$ cat src/hdl/assert_macros.svh
// assertion macros shared by the sorted predecessor lookup rtl
// depends on nothing; included by the files that check their own logic
`ifndef ASSERT_MACROS_SVH
`define ASSERT_MACROS_SVH

// same-cycle implication, disabled while reset is asserted
`define ASSERT_IMPLY(label, clk, rst_n, ante, cons) \
    label: assert property (@(posedge clk) disable iff (!rst_n) (ante) |-> (cons)) \
        else $error("same-cycle implication check failed");

// next-cycle implication, disabled while reset is asserted
`define ASSERT_NEXT(label, clk, rst_n, ante, cons) \
    label: assert property (@(posedge clk) disable iff (!rst_n) (ante) |=> (cons)) \
        else $error("next-cycle implication check failed");

`endif

$ cat src/hdl/spl_pkg.sv
// types, codes and sizes for the sorted predecessor lookup
// depends on nothing; used by every module of the block
package spl_pkg;

    localparam int YEAR_W          = 16;
    localparam int MONTH_W         = 4;
    localparam int KEY_W           = YEAR_W + MONTH_W;
    localparam int ENTRIES_DEFAULT = 1024;

    // input opcodes
    typedef enum logic [1:0] {
        OP_CLEAR  = 2'd0,
        OP_INSERT = 2'd1,
        OP_QUERY  = 2'd2
    } opcode_t;

    // result status codes
    typedef enum logic [1:0] {
        ST_MATCH = 2'd0,
        ST_PRED  = 2'd1,
        ST_NONE  = 2'd2,
        ST_FULL  = 2'd3
    } status_t;

    // operations carried along the cell chain
    typedef enum logic [2:0] {
        TOK_NONE,
        TOK_CLEAR,
        TOK_INSERT,
        TOK_QUERY,
        TOK_DROP
    } tok_op_t;

    typedef struct packed {
        opcode_t              opcode;
        logic [YEAR_W-1:0]    key_year;
        logic [MONTH_W-1:0]   key_month;
    } in_item_t;

    typedef struct packed {
        status_t              status;
        logic [YEAR_W-1:0]    found_year;
        logic [MONTH_W-1:0]   found_month;
    } out_item_t;

    // token handed from cell to cell; query accumulators ride along
    typedef struct packed {
        tok_op_t              op;
        logic [KEY_W-1:0]     key;
        logic                 hit;
        logic                 have_below;
        logic [KEY_W-1:0]     below;
    } token_t;

endpackage

$ cat src/hdl/spl_cell.sv
// one cell of the sorted chain: a stored key and a token stage
// depends on spl_pkg
module spl_cell (
    input  logic            clk,
    input  logic            rst_n,
    input  logic            adv,
    input  spl_pkg::token_t tok_in,
    output spl_pkg::token_t tok_out
);

    logic [spl_pkg::KEY_W-1:0] key_reg;
    logic [spl_pkg::KEY_W-1:0] key_next;
    logic                      valid_reg;
    logic                      valid_next;
    spl_pkg::token_t           tok_reg;
    spl_pkg::token_t           tok_next;

    // cell action on the arriving token
    always_comb
    begin
        key_next   = key_reg;
        valid_next = valid_reg;
        tok_next   = tok_in;
        case (tok_in.op)
            spl_pkg::TOK_CLEAR:
            begin
                valid_next = 1'b0;
            end
            spl_pkg::TOK_INSERT:
            begin
                if (!valid_reg)
                begin
                    // key lands in the first empty cell
                    key_next    = tok_in.key;
                    valid_next  = 1'b1;
                    tok_next.op = spl_pkg::TOK_NONE;
                end
                else if (key_reg > tok_in.key)
                begin
                    // keep the smaller key, push the larger one on
                    key_next     = tok_in.key;
                    tok_next.key = key_reg;
                end
            end
            spl_pkg::TOK_QUERY:
            begin
                if (valid_reg)
                begin
                    if (key_reg == tok_in.key)
                    begin
                        tok_next.hit = 1'b1;
                    end
                    if (key_reg < tok_in.key)
                    begin
                        tok_next.have_below = 1'b1;
                        tok_next.below      = key_reg;
                    end
                end
            end
            default:
            begin
                tok_next = tok_in;
            end
        endcase
    end

    // stored key, no reset needed
    always_ff @(posedge clk)
    begin
        if (adv)
        begin
            key_reg <= key_next;
        end
    end

    // control state and token stage
    always_ff @(posedge clk or negedge rst_n)
    begin
        if (!rst_n)
        begin
            valid_reg <= 1'b0;
            tok_reg   <= '{op: spl_pkg::TOK_NONE, key: '0, hit: 1'b0,
                           have_below: 1'b0, below: '0};
        end
        else if (adv)
        begin
            valid_reg <= valid_next;
            tok_reg   <= tok_next;
        end
    end

    assign tok_out = tok_reg;

endmodule

$ cat config.mk
export PLATFORM = sky130hd
export DESIGN_NAME = spl_cell
export DESIGN_NICKNAME = d
export VERILOG_FILES = /design/src/hdl/assert_macros.svh /design/src/hdl/spl_pkg.sv /design/src/hdl/spl_cell.sv
export SDC_FILE = /design/constraint.sdc
export NUM_CORES = 1
export LEC_CHECK = 0
export BUFFER_PORTS_ARGS = -buffer_cell sky130_fd_sc_hd__buf_4
export CAP_MARGIN = 40
export CORE_MARGIN = 4
export CORE_UTILIZATION = 53
export DETAILED_ROUTE_END_ITERATION = 6
export MAX_ROUTING_LAYER = met4
export PLACE_DENSITY = 0.8
export SYNTH_ARGS = -nofsm -noshare
export SYNTH_HDL_FRONTEND = slang
export SYNTH_SLANG_ARGS = --single-unit
export TNS_END_PERCENT = 50
$ cat constraint.sdc
create_clock -name clk -period 3.3 [get_ports clk]
set_clock_uncertainty 0.2 [all_clocks]
set_input_delay 0.66 -clock clk [delete_from_list [all_inputs] [get_ports clk]]
set_output_delay 0.66 -clock clk [all_outputs]
set_load 0.01 [all_outputs]
After elaboration in Yosys (flattened, before gate mapping)
Index checks and enable logic that the tools add are counted.

cells by class
  add/subtract/negate cells = 0
  multiply operators = 0
  divide/modulo/power cells = 0
  $lt $le $gt $ge = 2
  equal/unequal tests = 5
  shift operators = 0
  muxes and demuxes = 11
  bitwise operators = 0
  reductions and logical operators = 3

operator list
  cell                  number
  $mux W20              4
  $mux W22              2
  $mux W23              1
  $mux W21              1
  $eq A20 B20 Y1        1
  $gt A20 B20 Y1        1
  $lt A20 B20 Y1        1
  $eq A3 B2 Y1 const B  2
  $eq A3 B1 Y1 const B  1
  $mux W3               1
  $reduce_and A3 Y1     1
  $ne A2 B1 Y1 const B  1
  $pmux W1 S2           1
  $reduce_and A2 Y1     1
  $reduce_bool A2 Y1    1
  $mux W1               1

storage, ports and cells
  register bits = 66
  latch bits = 0
  RAM bits = 0
  bits in read-only memories = 0
  memories kept = 0

Longest topological paths before layout
  depth in word-level cells = 4
  depth in mapped cells = 9

Worst setup path before layout
Ideal clock, no wire load.

  kind = input-to-reg
  start point = input tok_in[41] (netlist name)
  end point = register key_reg[0] (netlist name), enable pin
  library setup time = 0.378 ns
  arrival = 2.431 ns
  path slack = 0.291 ns
  cell stages on the path = 8
  path buffers = 0
  cells stage by stage = inv_1 -> ha_1 -> nand4_2 -> nor4_2 -> o21ai_0 -> o211a_2 -> o21ai_0 -> and3_1

on the way
  word-level cells in the longest chain between the ends = 3

RTL lines
  what                         line            text
  start, declared              spl_cell.sv:7   input spl_pkg::token_t tok_in,
  $gt A20 B20 Y1               spl_cell.sv:38  else if (key_reg > tok_in.key)
  $ne A2 B1 Y1 (no line)       n/a
  $reduce_and A3 Y1 (no line)  n/a
  end signal, assigned         spl_cell.sv:72  key_reg <= key_next;
  end, declared                spl_cell.sv:11  logic [spl_pkg::KEY_W-1:0] key_reg;

Every way passes these cells.
A chain may end at the register's enable or synchronous reset.

Worst setup path in the final report
  start point = register key_reg[19] (netlist name)
  end point = register key_reg[10] (netlist name), enable pin

on the way
  word-level cells in the longest chain between the ends = 3

RTL lines
  what                         line
  $gt A20 B20 Y1               spl_cell.sv:38
  $ne A2 B1 Y1 (no line)       n/a
  $reduce_and A3 Y1 (no line)  n/a

Every way passes these cells.

==> results.txt <==
TritonCTS built the clock tree. Across all register-to-register paths, the minimum setup slack is 0.50 ns. VDD sags by at most 260 uV. The tools report the critical path capture point as key_reg[10].

Clock latency on the worst-skew pair, taken at its later pin, is 0.34 ns. The number of flip-flops in the largest register was 45. For the total of warnings raised by yosys, the log shows 0. The clock-pin slew of the registers on the worst-case setup and hold paths is 0.07 ns. The share of total power in combinational logic is 18.8%, and the width of the die is 89.0 um.

The combinational family with the most area after synthesis is compound AO/OA/AOI/OAI gates. The number of vias per cell came out at 5.66. The adder-cell share of the synthesized area was 7.20%. The tools report the global-route total usage across every layer as 22.6%. The count of antenna diodes in the layout is 0. The maximum level of the CTS H-tree was 3; the row count was 29. The flow ran to the end, and the final reports show no timing, DRC or antenna violations. Sequential cells account for 49.2% of the total power. The total number of vias was 2790.

The worst register-to-register path begins at key_reg[19]. The capturing point of the worst reg2reg path is key_reg[10]. The total count of max-transition violations in the final report was 0; the count of TritonRoute iterations in the first routing pass was 4.

OpenSTA, run right after detailed placement, puts the worst setup slack at 0.201 ns. At the end of the flow, the number of nets in the layout was 479. The area growth from synthesis to layout is 27.3%. The data arrival time of the critical path came out at 2.64 ns. Cell internal power was estimated by the tool at 1.39 mW.

Of all flip-flops after synthesis, the portion carrying an async set or reset was 69.7%. Yosys attributes the largest share of cell area to dfrtp_1 (33%), edfxtp_1 (17%), o221ai_2 (8.6%), ha_1 (7.2%), inv_1 (6.7%). The number of setup buffers added after CTS is 0. For this design the top-level I/O count stands at 93.

The run gives 3.14 ns as the required time reported for the critical path endpoint. For the routability congestion estimate from global placement, the log shows 0.838. The end-of-flow core utilization was 69.7%. Power density over the cells: 428 nW/um^2.

Along the worst path, the maximum fanout reaches 11. The max-cap check violation count was 0; the sum of negative setup slack was 0 ns. Among all flip-flop cells after synthesis, the most frequent one is dfrtp_1. In this run the static leakage power is 2.06 nW. Of the total synthesized cell area, the portion taken by XOR and XNOR cells is 0%.

The minimum clock period after layout was 2.80 ns; the count of flip-flops with a built-in enable after synthesis was 20. The post-cts gate resize count was 0; the synthesized netlist cell count was 323. The global route total overflow is 0.

The initial antenna violation count was 0. Per report_power, the clock group accounts for 32.0% of the total. Buffer type at the clock tree root: clkbuf_8. After routing the design area is 4430 um^2. The quantity of I/O buffers inserted on ports works out to 92. After detailed routing, the total wire length is 8220 um. The number of hold buffers added after CTS is 0.

The total die area came out at 7920 um^2. Entering global routing, the biggest net connects 110 pins. In this run the power spent charging and discharging nets is 509 uW. The run gives 0.501 ns as the smallest setup slack after layout. The number of buffers added by the clock tree synthesis step is 9, and the per-instance average area after synthesis is 10.8 um^2. The tools report the via count of the first global-routing pass as 2830. The tools report the post-route worst hold slack as 0.116 ns. Once layout is complete, the cells apart from fillers number 493.

The run gives 5990 um as the final HPWL from detailed placement. The longest clock path from root to sink contains 2 buffers. Summing every instance area after synthesis gives 3480 um^2. Setup violations remaining at the end of the flow were counted as 0. The run gives 13200 um as the wire length of the first global-routing pass. The run gives 66 as the count of clock tree sinks. The synthesized netlist devotes 22.3% of its cell area to compound gates. The total core area came out at 6350 um^2. The share of post-route cells with drive strength above 1 works out to 34.4%.

The share of total power consumed by net switching was 26.8%; the power consumption was 1.90 mW. Once placement finished, the instance area stood at 4250 um^2. Measured against its own limit, the worst slew margin works out to 53.4%.

Measured in cells, the most critical reg-to-reg path has a length of 8. Summing the sequential cell areas from Yosys gives 50.4% of the chip area. The worst setup path is launched from a flop.

The category of the critical setup timing path was flop to flop. The initial utilization of the core area, before any placement, comes to 54.8%. In this run the remaining antenna-violating nets after routing total 0. The logs give 0 for the final count of hold timing violations and 357 MHz for the maximum operating frequency. After detailed routing, the average wire length per cell comes to 16.7 um.

In this run the vertical extent of the chip is 89.0 um. In the routed design, unresolved DRC markers number 0. The tools report the launching instance or port of the critical path as key_reg[19].

Synthesis produced a netlist with a net count of 391. The tightest min-delay check is of the input pin to async pin type. Summing the areas of all and, or, nand and nor instances in the mapped netlist gives 9.46% of the synthesized area.

The synthesized design contains 66 register bits. The worst setup path is captured at a flop. Summed over its instances, the top area cell type makes up 33.1% of the synthesized netlist area. Setup repair after global routing left no endpoint under its margin.

The number of different library cells used by synthesis comes to 35. Measured against the total synthesized area, the mux share comes to 0.936%. Cell taking the most area after synthesis: dfrtp_1. The number of cells after detailed placement is 477, and the transition at the pin with the smallest max-transition slack is 0.699 ns. After layout, the worst path uses 84.8% of the clock period. For the number of DRC violations after detailed-routing iteration 0, the log shows 167.
cell families (layout without fill, tap and decap cells):
family | Yosys count | after routing
mux | 3 | 3
compound gates | 86 | 86
fa+ha+maj | 20 | 20
buf+inv | 84 | 177
simple gates | 64 | 64
flops | 66 | 66
Yosys cell counts (2+ instances only):
master    count
inv_1        62
dfrtp_1      46
nand2_1      25
edfxtp_1     20
ha_1         20
nand3_1      20
o211ai_1     20
o221ai_2     20
o221ai_1     19
a21oi_1      16
clkbuf_1     14
nor2_1        5
o21ai_0       5
buf_2         4
nand4_1       3
and3_1        2
buf_6         2
mux2_2        2
nor3b_1       2
critical path: stages, from the launching register on:
cell and delay [ns]:
edfxtp_1 0.46, ha_1 0.37, nand4_2 0.15, nor4_2 0.34
o21ai_0 0.24, o211a_2 0.22, o21ai_0 0.13, and3_1 0.19
buf_4 0.21
final cells by class:
cell class | instances | area [um^2]
Sequential cell | 66 | 1750
Inverter | 62 | 233
Timing Repair Buffer | 99 | 768
Multi-Input combinational cell | 173 | 1400
Clock inverter | 3 | 15.0
Tap cell | 77 | 96.3
Clock buffer | 13 | 159
Fill cell | 490 | 1920
cell usage in the layout (no fill, tap or decap):
cell type	count
nand4_1	3
o211ai_1	20
inv_1	62
buf_4	97
mux2_2	2
nand3_1	20
o221ai_2	20
a21oi_1	16
mux2i_1	1
nor4_2	1
nor3b_1	2
o2111ai_4	1
o221a_2	1
dfrtp_1	46
or2_4	1
nand2_1	25
buf_12	2
o211a_2	1
clkinv_2	3
clkbuf_8	11
or2_1	1
nand4_2	1
o21ai_0	5
o21a_1	1
clkbuf_1	2
o221ai_1	19
and3_4	1
nand3b_1	1
nor2_1	5
ha_1	20
or4_4	1
o22ai_1	1
edfxtp_1	20
and3_1	2
o311ai_0	1
how the worst min path moves through the flow:
stage / start / depth (start not counted) / slack (ns) / end
2_1_floorplan: rst_n / 0 / 0.16 / tok_out[0]
3_3_place_gp: tok_out[42] / 1 / 0.29 / tok_out[42]
3_5_place_dp: tok_out[44] / 1 / 0.30 / tok_out[44]
4_1_cts: rst_n / 1 / 0.14 / tok_out[8]
5_1_grt: rst_n / 1 / 0.16 / tok_out[8]
6_report: rst_n / 1 / 0.12 / tok_out[8]
per-layer routing:
| layer | wire length [um] | track usage [%] | vias to the layer above | share of wire (%) |
|---|---|---|---|---|
| met2 | 4140 | 37.4 | 97 | 50 |
| met4 | 200 | 10.8 | 0 | 2.4 |
| met3 | 566 | 3.41 | 14 | 6.9 |
| met5 | 0 | - | - | 0 |
| li1 | - | - | 1355 | - |
| met1 | 3310 | 27.0 | 1324 | 40 |
power groups by stage:
stage | combinational [mW] | sequential (mW) | clock (mW)
floorplan | 0.151 | 0.970 | 0
CTS | 0.360 | 0.934 | 0.613
global route | 0.395 | 0.940 | 0.651
global placement | 0.347 | 0.948 | 0
detailed placement | 0.359 | 0.949 | 0
finish | 0.356 | 0.933 | 0.607
(Power assumes the default switching activity.)
