File: config.mk
export PLATFORM = sky130hd
export DESIGN_NAME = spl_head
export DESIGN_NICKNAME = d
export VERILOG_FILES = /design/src/hdl/spl_pkg.sv /design/src/hdl/spl_head.sv
export VERILOG_INCLUDE_DIRS = /design/src /design/src/hdl
export SDC_FILE = /design/constraint.sdc
export NUM_CORES = 1
export LEC_CHECK = 0
export BUFFER_PORTS_ARGS = -buffer_cell sky130_fd_sc_hd__clkbuf_2
export CAP_MARGIN = 10
export CELL_PAD_IN_SITES_DETAIL_PLACEMENT = 1
export CELL_PAD_IN_SITES_GLOBAL_PLACEMENT = 2
export CORE_MARGIN = 10
export CORE_UTILIZATION = 21
export CTS_CLUSTER_DIAMETER = 30
export DETAILED_ROUTE_END_ITERATION = 10
export PLACE_DENSITY = 0.8
export SLEW_MARGIN = 20
export SYNTH_ARGS = -nofsm -noshare
export SYNTH_HDL_FRONTEND = slang
export SYNTH_SLANG_ARGS = --single-unit
File: constraint.sdc
create_clock -name clk -period 2.34 [get_ports clk]
set_input_delay 0.351 -clock clk [delete_from_list [all_inputs] [get_ports clk]]
set_output_delay 0.351 -clock clk [all_outputs]
set_load 0.02 [all_outputs]
File: src/hdl/assert_macros.svh
// assertion macros shared by the sorted predecessor lookup rtl
// depends on nothing; included by the files that check their own logic
`ifndef ASSERT_MACROS_SVH
`define ASSERT_MACROS_SVH

// same-cycle implication, disabled while reset is asserted
`define ASSERT_IMPLY(label, clk, rst_n, ante, cons) \
    label: assert property (@(posedge clk) disable iff (!rst_n) (ante) |-> (cons)) \
        else $error("same-cycle implication check failed");

// next-cycle implication, disabled while reset is asserted
`define ASSERT_NEXT(label, clk, rst_n, ante, cons) \
    label: assert property (@(posedge clk) disable iff (!rst_n) (ante) |=> (cons)) \
        else $error("next-cycle implication check failed");

`endif

File: src/hdl/spl_pkg.sv
// types, codes and sizes for the sorted predecessor lookup
// depends on nothing; used by every module of the block
package spl_pkg;

    localparam int YEAR_W          = 16;
    localparam int MONTH_W         = 4;
    localparam int KEY_W           = YEAR_W + MONTH_W;
    localparam int ENTRIES_DEFAULT = 1024;

    // input opcodes
    typedef enum logic [1:0] {
        OP_CLEAR  = 2'd0,
        OP_INSERT = 2'd1,
        OP_QUERY  = 2'd2
    } opcode_t;

    // result status codes
    typedef enum logic [1:0] {
        ST_MATCH = 2'd0,
        ST_PRED  = 2'd1,
        ST_NONE  = 2'd2,
        ST_FULL  = 2'd3
    } status_t;

    // operations carried along the cell chain
    typedef enum logic [2:0] {
        TOK_NONE,
        TOK_CLEAR,
        TOK_INSERT,
        TOK_QUERY,
        TOK_DROP
    } tok_op_t;

    typedef struct packed {
        opcode_t              opcode;
        logic [YEAR_W-1:0]    key_year;
        logic [MONTH_W-1:0]   key_month;
    } in_item_t;

    typedef struct packed {
        status_t              status;
        logic [YEAR_W-1:0]    found_year;
        logic [MONTH_W-1:0]   found_month;
    } out_item_t;

    // token handed from cell to cell; query accumulators ride along
    typedef struct packed {
        tok_op_t              op;
        logic [KEY_W-1:0]     key;
        logic                 hit;
        logic                 have_below;
        logic [KEY_W-1:0]     below;
    } token_t;

endpackage

File: src/hdl/spl_head.sv
// head of the chain: occupancy count and conversion of input items to tokens
// depends on spl_pkg and assert_macros.svh
`include "assert_macros.svh"

module spl_head #(
    parameter int ENTRIES = spl_pkg::ENTRIES_DEFAULT
) (
    input  logic              clk,
    input  logic              rst_n,
    input  logic              take,
    input  spl_pkg::in_item_t item,
    output spl_pkg::token_t   tok
);

    localparam int CountW = $clog2(ENTRIES + 1);
    localparam logic [CountW-1:0] FullCount = CountW'(ENTRIES);

    logic [CountW-1:0] count_reg;
    logic [CountW-1:0] count_next;
    logic              full;

    assign full = (count_reg == FullCount);

    // token formation and count update
    always_comb
    begin
        tok            = '0;
        tok.op         = spl_pkg::TOK_NONE;
        tok.key        = {item.key_year, item.key_month};
        tok.hit        = 1'b0;
        tok.have_below = 1'b0;
        tok.below      = '0;
        count_next     = count_reg;
        if (take)
        begin
            case (item.opcode)
                spl_pkg::OP_CLEAR:
                begin
                    tok.op     = spl_pkg::TOK_CLEAR;
                    count_next = '0;
                end
                spl_pkg::OP_INSERT:
                begin
                    if (full)
                    begin
                        tok.op = spl_pkg::TOK_DROP;
                    end
                    else
                    begin
                        tok.op     = spl_pkg::TOK_INSERT;
                        count_next = count_reg + 1'b1;
                    end
                end
                spl_pkg::OP_QUERY:
                begin
                    tok.op = spl_pkg::TOK_QUERY;
                end
                default:
                begin
                    tok.op = spl_pkg::TOK_NONE;
                end
            endcase
        end
    end

    // occupancy register
    always_ff @(posedge clk or negedge rst_n)
    begin
        if (!rst_n)
        begin
            count_reg <= '0;
        end
        else
        begin
            count_reg <= count_next;
        end
    end

    `ASSERT_IMPLY(a_count_bound, clk, rst_n, 1'b1, count_reg <= FullCount)
    `ASSERT_NEXT(a_full_holds, clk, rst_n, take && item.opcode == spl_pkg::OP_INSERT && full, count_reg == FullCount)

endmodule

Word-level counts from Yosys, hierarchy flattened --
Index checks and enable logic that the tools add are counted.
Storage, ports and cells: bits in registers 11, input bits 25, output and inout port bits 45
Operators by class: add/subtract/negate cells 1, equal/unequal tests 4, multiplexer cells 5, reductions and logical operators 3
Operators by type and width (number):
- case mux 11 bit (2 select lines) | 1
- adder 11 x 1 -> 11 bit, second input constant | 1
- == test 11 bit, second input constant | 1
- 2-to-1 mux 11 bit | 1
- case mux 3 bit (3 select lines) | 1
- 2-to-1 mux 3 bit | 2
- AND reduction 3 bit | 1
- == test 2 x 1 -> 1 bit, second input constant | 1
- == test 2 bit, second input constant | 1
- logical NOT 2 bit | 1
- inequality test 2 bit, second input constant | 1
- nonzero test 2 bit | 1

Longest topological paths before layout --
Gate-level depths: netlist of run 1.
depth in word-level cells 4, gate-level depth with buffers 6, mapped depth without buffers 6

Worst setup path before layout of run 1 --
No wires, ideal clock.
path type reg-to-reg, start point register count_reg[0], end point register count_reg[6], library setup time 87 ps, data arrival time 1596 ps, required time 2253 ps, setup slack 658 ps, cell stages (with the launch flop) 7, path buffers 0, period minus slack after synthesis 1682 ps, cells stage by stage dfrtp_1 -> inv_1 -> ha_1 -> and2_1 -> a31o_2 -> or4_1 -> o211ai_1
Between the ends: cells in the longest elaborated chain, start to end 3
RTL lines:
- start, declared | RTL line spl_head.sv:18 | logic [CountW-1:0] count_reg;
- start signal, assigned | RTL line spl_head.sv:75 | count_reg <= count_next;
- adder 11 x 1 -> 11 bit or == test 11 bit (tied branches) | RTL line spl_head.sv:51, spl_head.sv:22
- 2-to-1 mux 11 bit or inequality test 2 bit (tied branches)
- case mux 11 bit (2 select lines) or AND reduction 3 bit (tied branches)
Several ways; a longest one is shown, not always the timed one. The select of a mux whose other input is x is not followed. A chain may end at the register's enable or synchronous reset.

==> results of run 1 <==
power by group through the flow:
| stage | clock network [mW] | logic (mW) | registers (mW) |
|---|---|---|---|
| 2_1_floorplan | 0 | 0.143 | 0.211 |
| 3_3_place_gp | 0 | 0.0864 | 0.213 |
| 3_5_place_dp | 0 | 0.0846 | 0.214 |
| 4_1_cts | 0.206 | 0.0869 | 0.210 |
| 5_1_grt | 0.215 | 0.0984 | 0.212 |
| 6_report | 0.198 | 0.0878 | 0.210 |
repair_timing:
action	CTS	global route
resized for setup	0	0
hold endpoints to repair	11	0
hold buffers	1	0
worst reg2reg max path, stage by stage (launching register included):
cell and delay (ns):
dfrtp_1 0.46, nor4_2 0.47, a31oi_2 0.31, o311a_2 0.23, a221o_1 0.27
per-layer routing:
metal | vias to the layer above | track usage | wire length [um]
met1 | 356 | 0.0611 | 1010
li1 | 329 | - | -
met4 | 0 | 0.0377 | 54
met3 | 5 | 0.0133 | 107
met2 | 19 | 0.0878 | 1090
met5 | - | 0 | 0
through the flow:
stage,power [mW],hold WS (ns),util,instance area (um2)
after floorplan,0.354,0.0554,-,1100
after global placement,0.299,0.251,0.192,905
after detailed placement,0.298,0.253,0.192,905
after CTS,0.503,0.525,0.203,960
after global routing,0.525,0.539,0.203,960
final,0.496,0.515,0.203,960
placed cells by master, fill, tap and decap left out, types with 2 or more instances in the layout:
cell	count
nor2b_1	2
nor4_2	2
nand3_1	3
o21ai_0	4
a21o_1	2
ha_1	2
a221o_1	3
clkbuf_8	3
o21a_1	2
nand3b_1	2
dfrtp_1	11
nand2_1	12
a22o_1	2
inv_1	2
clkbuf_2	7
nand2b_1	2
nor4_1	4
conb_1	22
nor2_1	4
cell families (layout without fill, tap and decap cells):
family | after synthesis | after routing | synth area share
other cells | 1 | 22 | 0.00367
fa+ha+maj | 2 | 2 | 0.0245
flops | 11 | 11 | 0.269
compound gates | 21 | 21 | 0.169
buf+inv | 44 | 14 | 0.316
simple gates | 37 | 37 | 0.218
worst paths after layout:
| kind | startpoint | end | cells after the start |
|---|---|---|---|
| worst max-delay path | count_reg[2]$_DFFE_PN0P_ | tok[43] | 4 |
| worst min-delay path | rst_n | count_reg[10]$_DFFE_PN0P_ | 2 |
| worst max register to register | count_reg[2]$_DFFE_PN0P_ | count_reg[7]$_DFFE_PN0P_ | 4 |
| worst min register to register | count_reg[10]$_DFFE_PN0P_ | count_reg[10]$_DFFE_PN0P_ | 1 |
| max in group asynchronous | rst_n | count_reg[9]$_DFFE_PN0P_ | 2 |
| min in group clk | item[20] | count_reg[9]$_DFFE_PN0P_ | 4 |
final cells by class:
| cell class | instances | area, um2 | share of cell area |
|---|---|---|---|
| tap | 67 | 83.8 | 0.0874 |
| timing repair buffer | 8 | 45.0 | 0.0469 |
| sequential | 11 | 275 | 0.287 |
| multi-input combinational | 82 | 503 | 0.524 |
| inverter | 2 | 7.51 | 0.00782 |
| clock buffer | 4 | 45.0 | 0.0469 |
==> impl_metrics.ini, run 1 <==
[logic_synthesis]
synth_cells = 116
yosys-top-cells-count = buf_4, nand2_1, dfrtp_1
avgSynthCellArea_um2 = 8.81
yosysTopAreaCell = buf_4
synth_edf_count = 0
synth_area_leaders = buf_4, dfrtp_1, nand2_1, a221o_1, ha_1
syn-cell-area_mm2 = 0.00102
synthArstFlopShare = 1.00
synth_top_area_share = 0.308
ys_ff_latch = 11
seq_area_frac_synth = 0.269
synth_warnings = 0
synth_cell_types = 32
synth_flop_cell = dfrtp_1
synth.most_common_cell = buf_4

[clock_network]
numCtsBuffers = 3
cts-root-buf = clkbuf_8
h-tree-depth = 1
cts_setup_buffers = 0
cts.clk_slew.worst_paths_ns = 0.05
cts_tree = yes
clock-sinks = 11
clockBufferDepth = 2
clk_latency_ns = 0.25

[sta]
post-route-period-util = 0.895
timing.fmax_mhz = 478
rsz0062_at_grt = false
fin_setup_tns_ns = 0
tightest_slew_ns = 0.521
slew_violations = 0
slew_headroom = 0.651
fin_ws_ns = 0.246
final-hold-violation-count = 0
fin_skew_ns = 0.00638
setup_violations = 0
layout_min_cycle_time_ns = 2.09

[cells_and_area]
diodes = 0
nets = 135
drive_above_1_share = 0.168
largest_register_ffs = 11
fill_cells = 568
area_growth_pct = -6.12
final_cells = 174

[placement]
portBuffers = 7
gp_congestion = 0.779
place_ws_ns = 0.501
dp_hpwl_um = 1760
dpl.cell_count = 169

[die]
die_h_um = 89.8
initial_core_util = 0.216
rows = 25
die_w_um = 89.8
ios = 70
coreArea_mm2 = 0.00472
die_area_mm2 = 0.00806

[routing]
vias_per_cell = 4.07
dr.pass1.iters = 4
vias = 709
first_iter_violations = 39
wl_um = 2260
ant_nets = 0
post_drt_wl_per_cell_um = 13.0
drc = 0

[power]
p_clk_frac = 0.399
pwr-share-comb = 0.177
switchingPower_uw = 155
irDropWorstVdd_v = 0.000126
p_int_uw = 340
power_frac_seq = 0.424
switching_share = 0.314
power_density_mw_per_mm2 = 516
leakage_nw = 0.430

[worst_setup_path]
cp_max_fo = 8
cp.arrival_ns = 1.74
cp-start-kind = flop
slowest_stage = nor4_2
crit_buf_inv = 1
cp-end-kind = output port
worstPathRequired_ns = 1.99
path_class = flop to output port
r2r_slack_ns = 0.49
crit_family = simple AND/OR/NAND/NOR gates
cp_cell_sequence = nor4_2 > a31o_2 > nand2_1 > clkbuf_2
slowest_delay_ns = 0.47

[global_route]
grt.overflow.total = 0
antenna_found_initial = 0
grt_first_pass_wirelength_um = 3670
grt_pass1_vias = 748
grt_max_degree = 12
grt_usage = 0.0542

[worst_hold_path]
hold_class = input pin to asynchronous set/reset pin

[job]
drv_cap = 0

[outcome]
status = finished, final reports clean
Power figures use the tool's default switching activity.
==> run 2: changes to the inputs <==
==> constraint.sdc (replaced) <==
create_clock -name clk -period 2.34 [get_ports clk]
set_input_delay 0.702 -clock clk [delete_from_list [all_inputs] [get_ports clk]]
set_output_delay 0.702 -clock clk [all_outputs]
set_load 0.02 [all_outputs]
==> impl_metrics.ini, run 2 (synthesized netlist as in run 1, its figures left out) <==
[global_route]
grt_pass1_vias = 734
grt_max_degree = 12
antenna_found_initial = 0
grt_first_pass_wirelength_um = 3570
grt_usage = 0.0518
grt.overflow.total = 0

[worst_setup_path]
cp.arrival_ns = 1.55
slowest_stage = dfrtp_2
worstPathRequired_ns = 1.64
cp-start-kind = flop
crit_family = flip-flops
crit_buf_inv = 2
slowest_delay_ns = 0.40
cp_max_fo = 6
cp-end-kind = output port
cp_cell_sequence = inv_1 > ha_1 > and2_1 > a31o_2 > nand2_1 > clkbuf_2
path_class = flop to output port
r2r_slack_ns = 0.42

[sta]
rsz0062_at_grt = false
timing.fmax_mhz = 444
layout_min_cycle_time_ns = 2.25
fin_setup_tns_ns = 0
setup_violations = 0
fin_ws_ns = 0.0882
post-route-period-util = 0.962
fin_skew_ns = 0.00547
final-hold-violation-count = 0
slew_violations = 0

[die]
die_w_um = 89.8
die_area_mm2 = 0.00806
rows = 25
die_h_um = 89.8
initial_core_util = 0.216
ios = 70
coreArea_mm2 = 0.00472

[clock_network]
numCtsBuffers = 3
cts-root-buf = clkbuf_8
clk_latency_ns = 0.25
clock-sinks = 11
cts_tree = yes
h-tree-depth = 1
cts.clk_slew.worst_paths_ns = 0.06
clockBufferDepth = 2

[cells_and_area]
mostFrequentLayoutCells = conb_1, nand2_1, dfrtp_1
drive_above_1_share = 0.213
fin_util = 0.209
area_growth_pct = -3.55
largest_register_ffs = 11
fill_cells = 576
diodes = 0
nets = 136
final_common_cell = conb_1

[power]
report.power.total_uw = 506
p_clk_frac = 0.393
switching_share = 0.322
switchingPower_uw = 163
leakage_nw = 0.447
p_int_uw = 344
power_density_mw_per_mm2 = 514
power_frac_seq = 0.414
pwr-share-comb = 0.193
irDropWorstVdd_v = 0.000132

[placement]
portBuffers = 7
place_ws_ns = 0.149
gp_congestion = 0.714
dp_hpwl_um = 1670

[job]
drv_cap = 0

[outcome]
status = finished, final reports clean

[routing]
post_drt_wl_per_cell_um = 12.5
ant_nets = 0
drc = 0
vias = 704
wl_um = 2180
first_iter_violations = 37
vias_per_cell = 4.02
dr.pass1.iters = 4

[worst_hold_path]
hold_class = input pin to asynchronous set/reset pin
==> run 2: changes by cell type in the layout (fill, tap and decap cells not counted) <==
cell / before / now
clkinv_2: 0 / 1
dfrtp_2: 0 / 2
nor4_4: 0 / 2
nor4_2: 2 / 0
dfrtp_1: 11 / 9
clkbuf_1: 1 / 0
buf_4: 0 / 2
dlygate4sd3_1: 1 / 0
==> run 2: through the flow <==
| step | hold slack [ns] | instances | instance area (um2) |
|---|---|---|---|
| after floorplan | 0.406 | 137 | 1100 |
| after global placement | 0.547 | 170 | 912 |
| after detailed placement | 0.560 | 170 | 912 |
| after CTS | 0.338 | 174 | 967 |
| after global routing | 0.350 | 175 | 986 |
| final | 0.331 | 175 | 986 |
==> run 2: worst paths after layout <==
kind / start / endpoint / cells after the start
min: rst_n / count_reg[6]$_DFFE_PN0P_ / 1
max reg2reg: count_reg[0]$_DFFE_PN0P_ / count_reg[6]$_DFFE_PN0P_ / 7
min reg2reg: count_reg[1]$_DFFE_PN0P_ / count_reg[1]$_DFFE_PN0P_ / 1
max: count_reg[0]$_DFFE_PN0P_ / tok[43] / 6
max in group asynchronous: rst_n / count_reg[0]$_DFFE_PN0P_ / 1
min in group clk: count_reg[1]$_DFFE_PN0P_ / count_reg[1]$_DFFE_PN0P_ / 1
==> run 2: what timing repair did <==
| action | CTS | global route |
|---|---|---|
| hold buffers | 0 | 0 |
| pin swaps | 0 | 1 |
| gates resized for setup | 1 | 3 |
| setup endpoints to repair | 2 | 2 |
| setup buffers | 0 | 1 |
==> run 2: routing by layer <==
layer,vias up,share of wire,track usage
li1,329,-,-
met3,3,0.044,0.00914
met1,346,0.47,0.0647
met2,26,0.48,0.0793
met5,-,0,0
met4,0,0.0096,0.0337
==> run 2: final cells by class <==
class                   instances  area [um2]  area share
inverters                       2        7.51     0.00761
clock inverters                 1        5.00     0.00508
multi-input cells              82         520       0.528
flip-flops and latches         11         278       0.282
well taps                      67        83.8      0.0850
repair buffers                  9        50.0      0.0508
clock buffers                   3        41.3      0.0419
==> run 2: power groups by stage <==
stage                     clock, mW  combinational, mW  sequential [mW]
final                         0.199             0.0977            0.209
after global routing          0.215              0.109            0.211
after CTS                     0.204             0.0917            0.211
after detailed placement          0             0.0904            0.214
after global placement            0             0.0865            0.214
after floorplan                   0              0.143            0.211
==> run 3: changes to the inputs <==
Settings changed: BUFFER_PORTS_ARGS -buffer_cell sky130_fd_sc_hd__clkbuf_2 to -buffer_cell sky130_fd_sc_hd__buf_2.
==> impl_metrics.ini, run 3 (synthesized netlist as in run 1, its figures left out) <==
[power]
irDropWorstVdd_v = 0.000131
report.power.total_uw = 504
leakage_nw = 0.446
power_density_mw_per_mm2 = 513

[clock_network]
numCtsBuffers = 3
cts.clk_slew.worst_paths_ns = 0.05
clockBufferDepth = 2
cts-root-buf = clkbuf_8
cts_tree = yes
clk_latency_ns = 0.24
h-tree-depth = 1
clock-sinks = 11

[routing]
post_drt_wl_per_cell_um = 12.8
vias = 702
dr.pass1.iters = 4
wl_um = 2230
first_iter_violations = 42
vias_per_cell = 4.01
drc = 0
ant_nets = 0

[placement]
dp_hpwl_um = 1690
portBuffers = 7
place_ws_ns = 0.149
place_area_um2 = 912
gp_congestion = 0.700

[cells_and_area]
mostFrequentLayoutCells = conb_1, nand2_1, dfrtp_1
largest_register_ffs = 11
diodes = 0
drive_above_1_share = 0.194
final_cell_area_um2 = 983
multi_input_area_um2 = 520
fill_cells = 557
regArea_um2 = 277
nets = 136
final_common_cell = conb_1
area_growth_pct = -3.79

[worst_setup_path]
r2r_start = count_reg[1]$_DFFE_PN0P_
worstPathRequired_ns = 1.64
cp.arrival_ns = 1.54
cp-end-kind = output port
cp-start-kind = flop
cp_max_fo = 5
path_class = flop to output port
crit_path_start = count_reg[1]$_DFFE_PN0P_

[die]
rows = 25
die_h_um = 89.8
die_w_um = 89.8
die_area_mm2 = 0.00806
ios = 70
initial_core_util = 0.216
coreArea_mm2 = 0.00472

[global_route]
grt.overflow.total = 0
grt_first_pass_wirelength_um = 3680
grt_usage = 0.0542
antenna_found_initial = 0
grt_pass1_vias = 790
grt_max_degree = 12

[job]
drv_cap = 0

[worst_hold_path]
hold_class = input pin to asynchronous set/reset pin

[sta]
slew_headroom = 0.666
fin_setup_tns_ns = 0
fin_skew_ns = 0.00148
tightest_slew_ns = 0.499
rsz0062_at_grt = false
timing.fmax_mhz = 446
slew_violations = 0
final-hold-violation-count = 0
fin_ws_ns = 0.0964
setup_violations = 0
layout_min_cycle_time_ns = 2.24
post-route-period-util = 0.959

[outcome]
status = finished, final reports clean
run 3: cell count changes in the layout (fill, tap and decap cells not counted):
cell | before | now
dfrtp_1 | 9 | 10
clkbuf_1 | 0 | 1
clkinv_2 | 1 | 0
clkbuf_2 | 7 | 0
dfrtp_2 | 2 | 1
buf_2 | 0 | 7
run 3: where the power goes:
part	internal [mW]	total, mW	switching [mW]
combinational	0.0238	0.0912	0.0674
clock	0.120	0.202	0.0812
sequential	0.199	0.212	0.0128
total	0.343	0.504	0.161
run 3: metrics by stage:
step | hold slack, ns | util | cells
6_report | 0.325 | 0.208 | 175
5_1_grt | 0.348 | 0.208 | 175
4_1_cts | 0.333 | 0.205 | 174
3_5_place_dp | 0.560 | 0.193 | 170
3_3_place_gp | 0.545 | 0.193 | 170
2_1_floorplan | 0.406 | - | 137
run 3: final timing paths:
path	end	slack (ns)	cells after the start
setup / recovery	tok[43]	0.1	6
hold / removal	count_reg[10]$_DFFE_PN0P_	0.33	1
setup reg to reg	count_reg[6]$_DFFE_PN0P_	0.43	7
hold reg to reg	count_reg[0]$_DFFE_PN0P_	0.54	1
max in group asynchronous	count_reg[0]$_DFFE_PN0P_	1.78	1
min in group clk	count_reg[0]$_DFFE_PN0P_	0.54	1
run 3: worst max-delay path: stages (launching register included):
cell	delay (ns)
dfrtp_1	0.41
inv_1	0.06
ha_1	0.19
and2_1	0.19
a31o_2	0.23
nand2_1	0.06
buf_2	0.16
run 3: area by class of cell:
cell class	count	share of cell area
multi-input combinational	82	0.529
sequential	11	0.281
tap	67	0.0852
timing repair buffer	9	0.0509
clock buffer	4	0.0458
inverter	2	0.00763
run 3: layer usage:
metal	routed length, um	share of wire	vias up	track usage
met1	1050	0.47	345	0.0596
met2	1030	0.46	21	0.0926
met5	0	0	-	0
met3	81	0.036	5	0.00914
li1	-	-	331	-
met4	66	0.030	0	0.0377
run 3: what timing repair did:
item / CTS / global route
pin swaps: 0 / 1
resized for setup: 1 / 2
hold buffers: 0 / 0
setup buffers: 0 / 1
endpoints found under the setup margin: 2 / 2
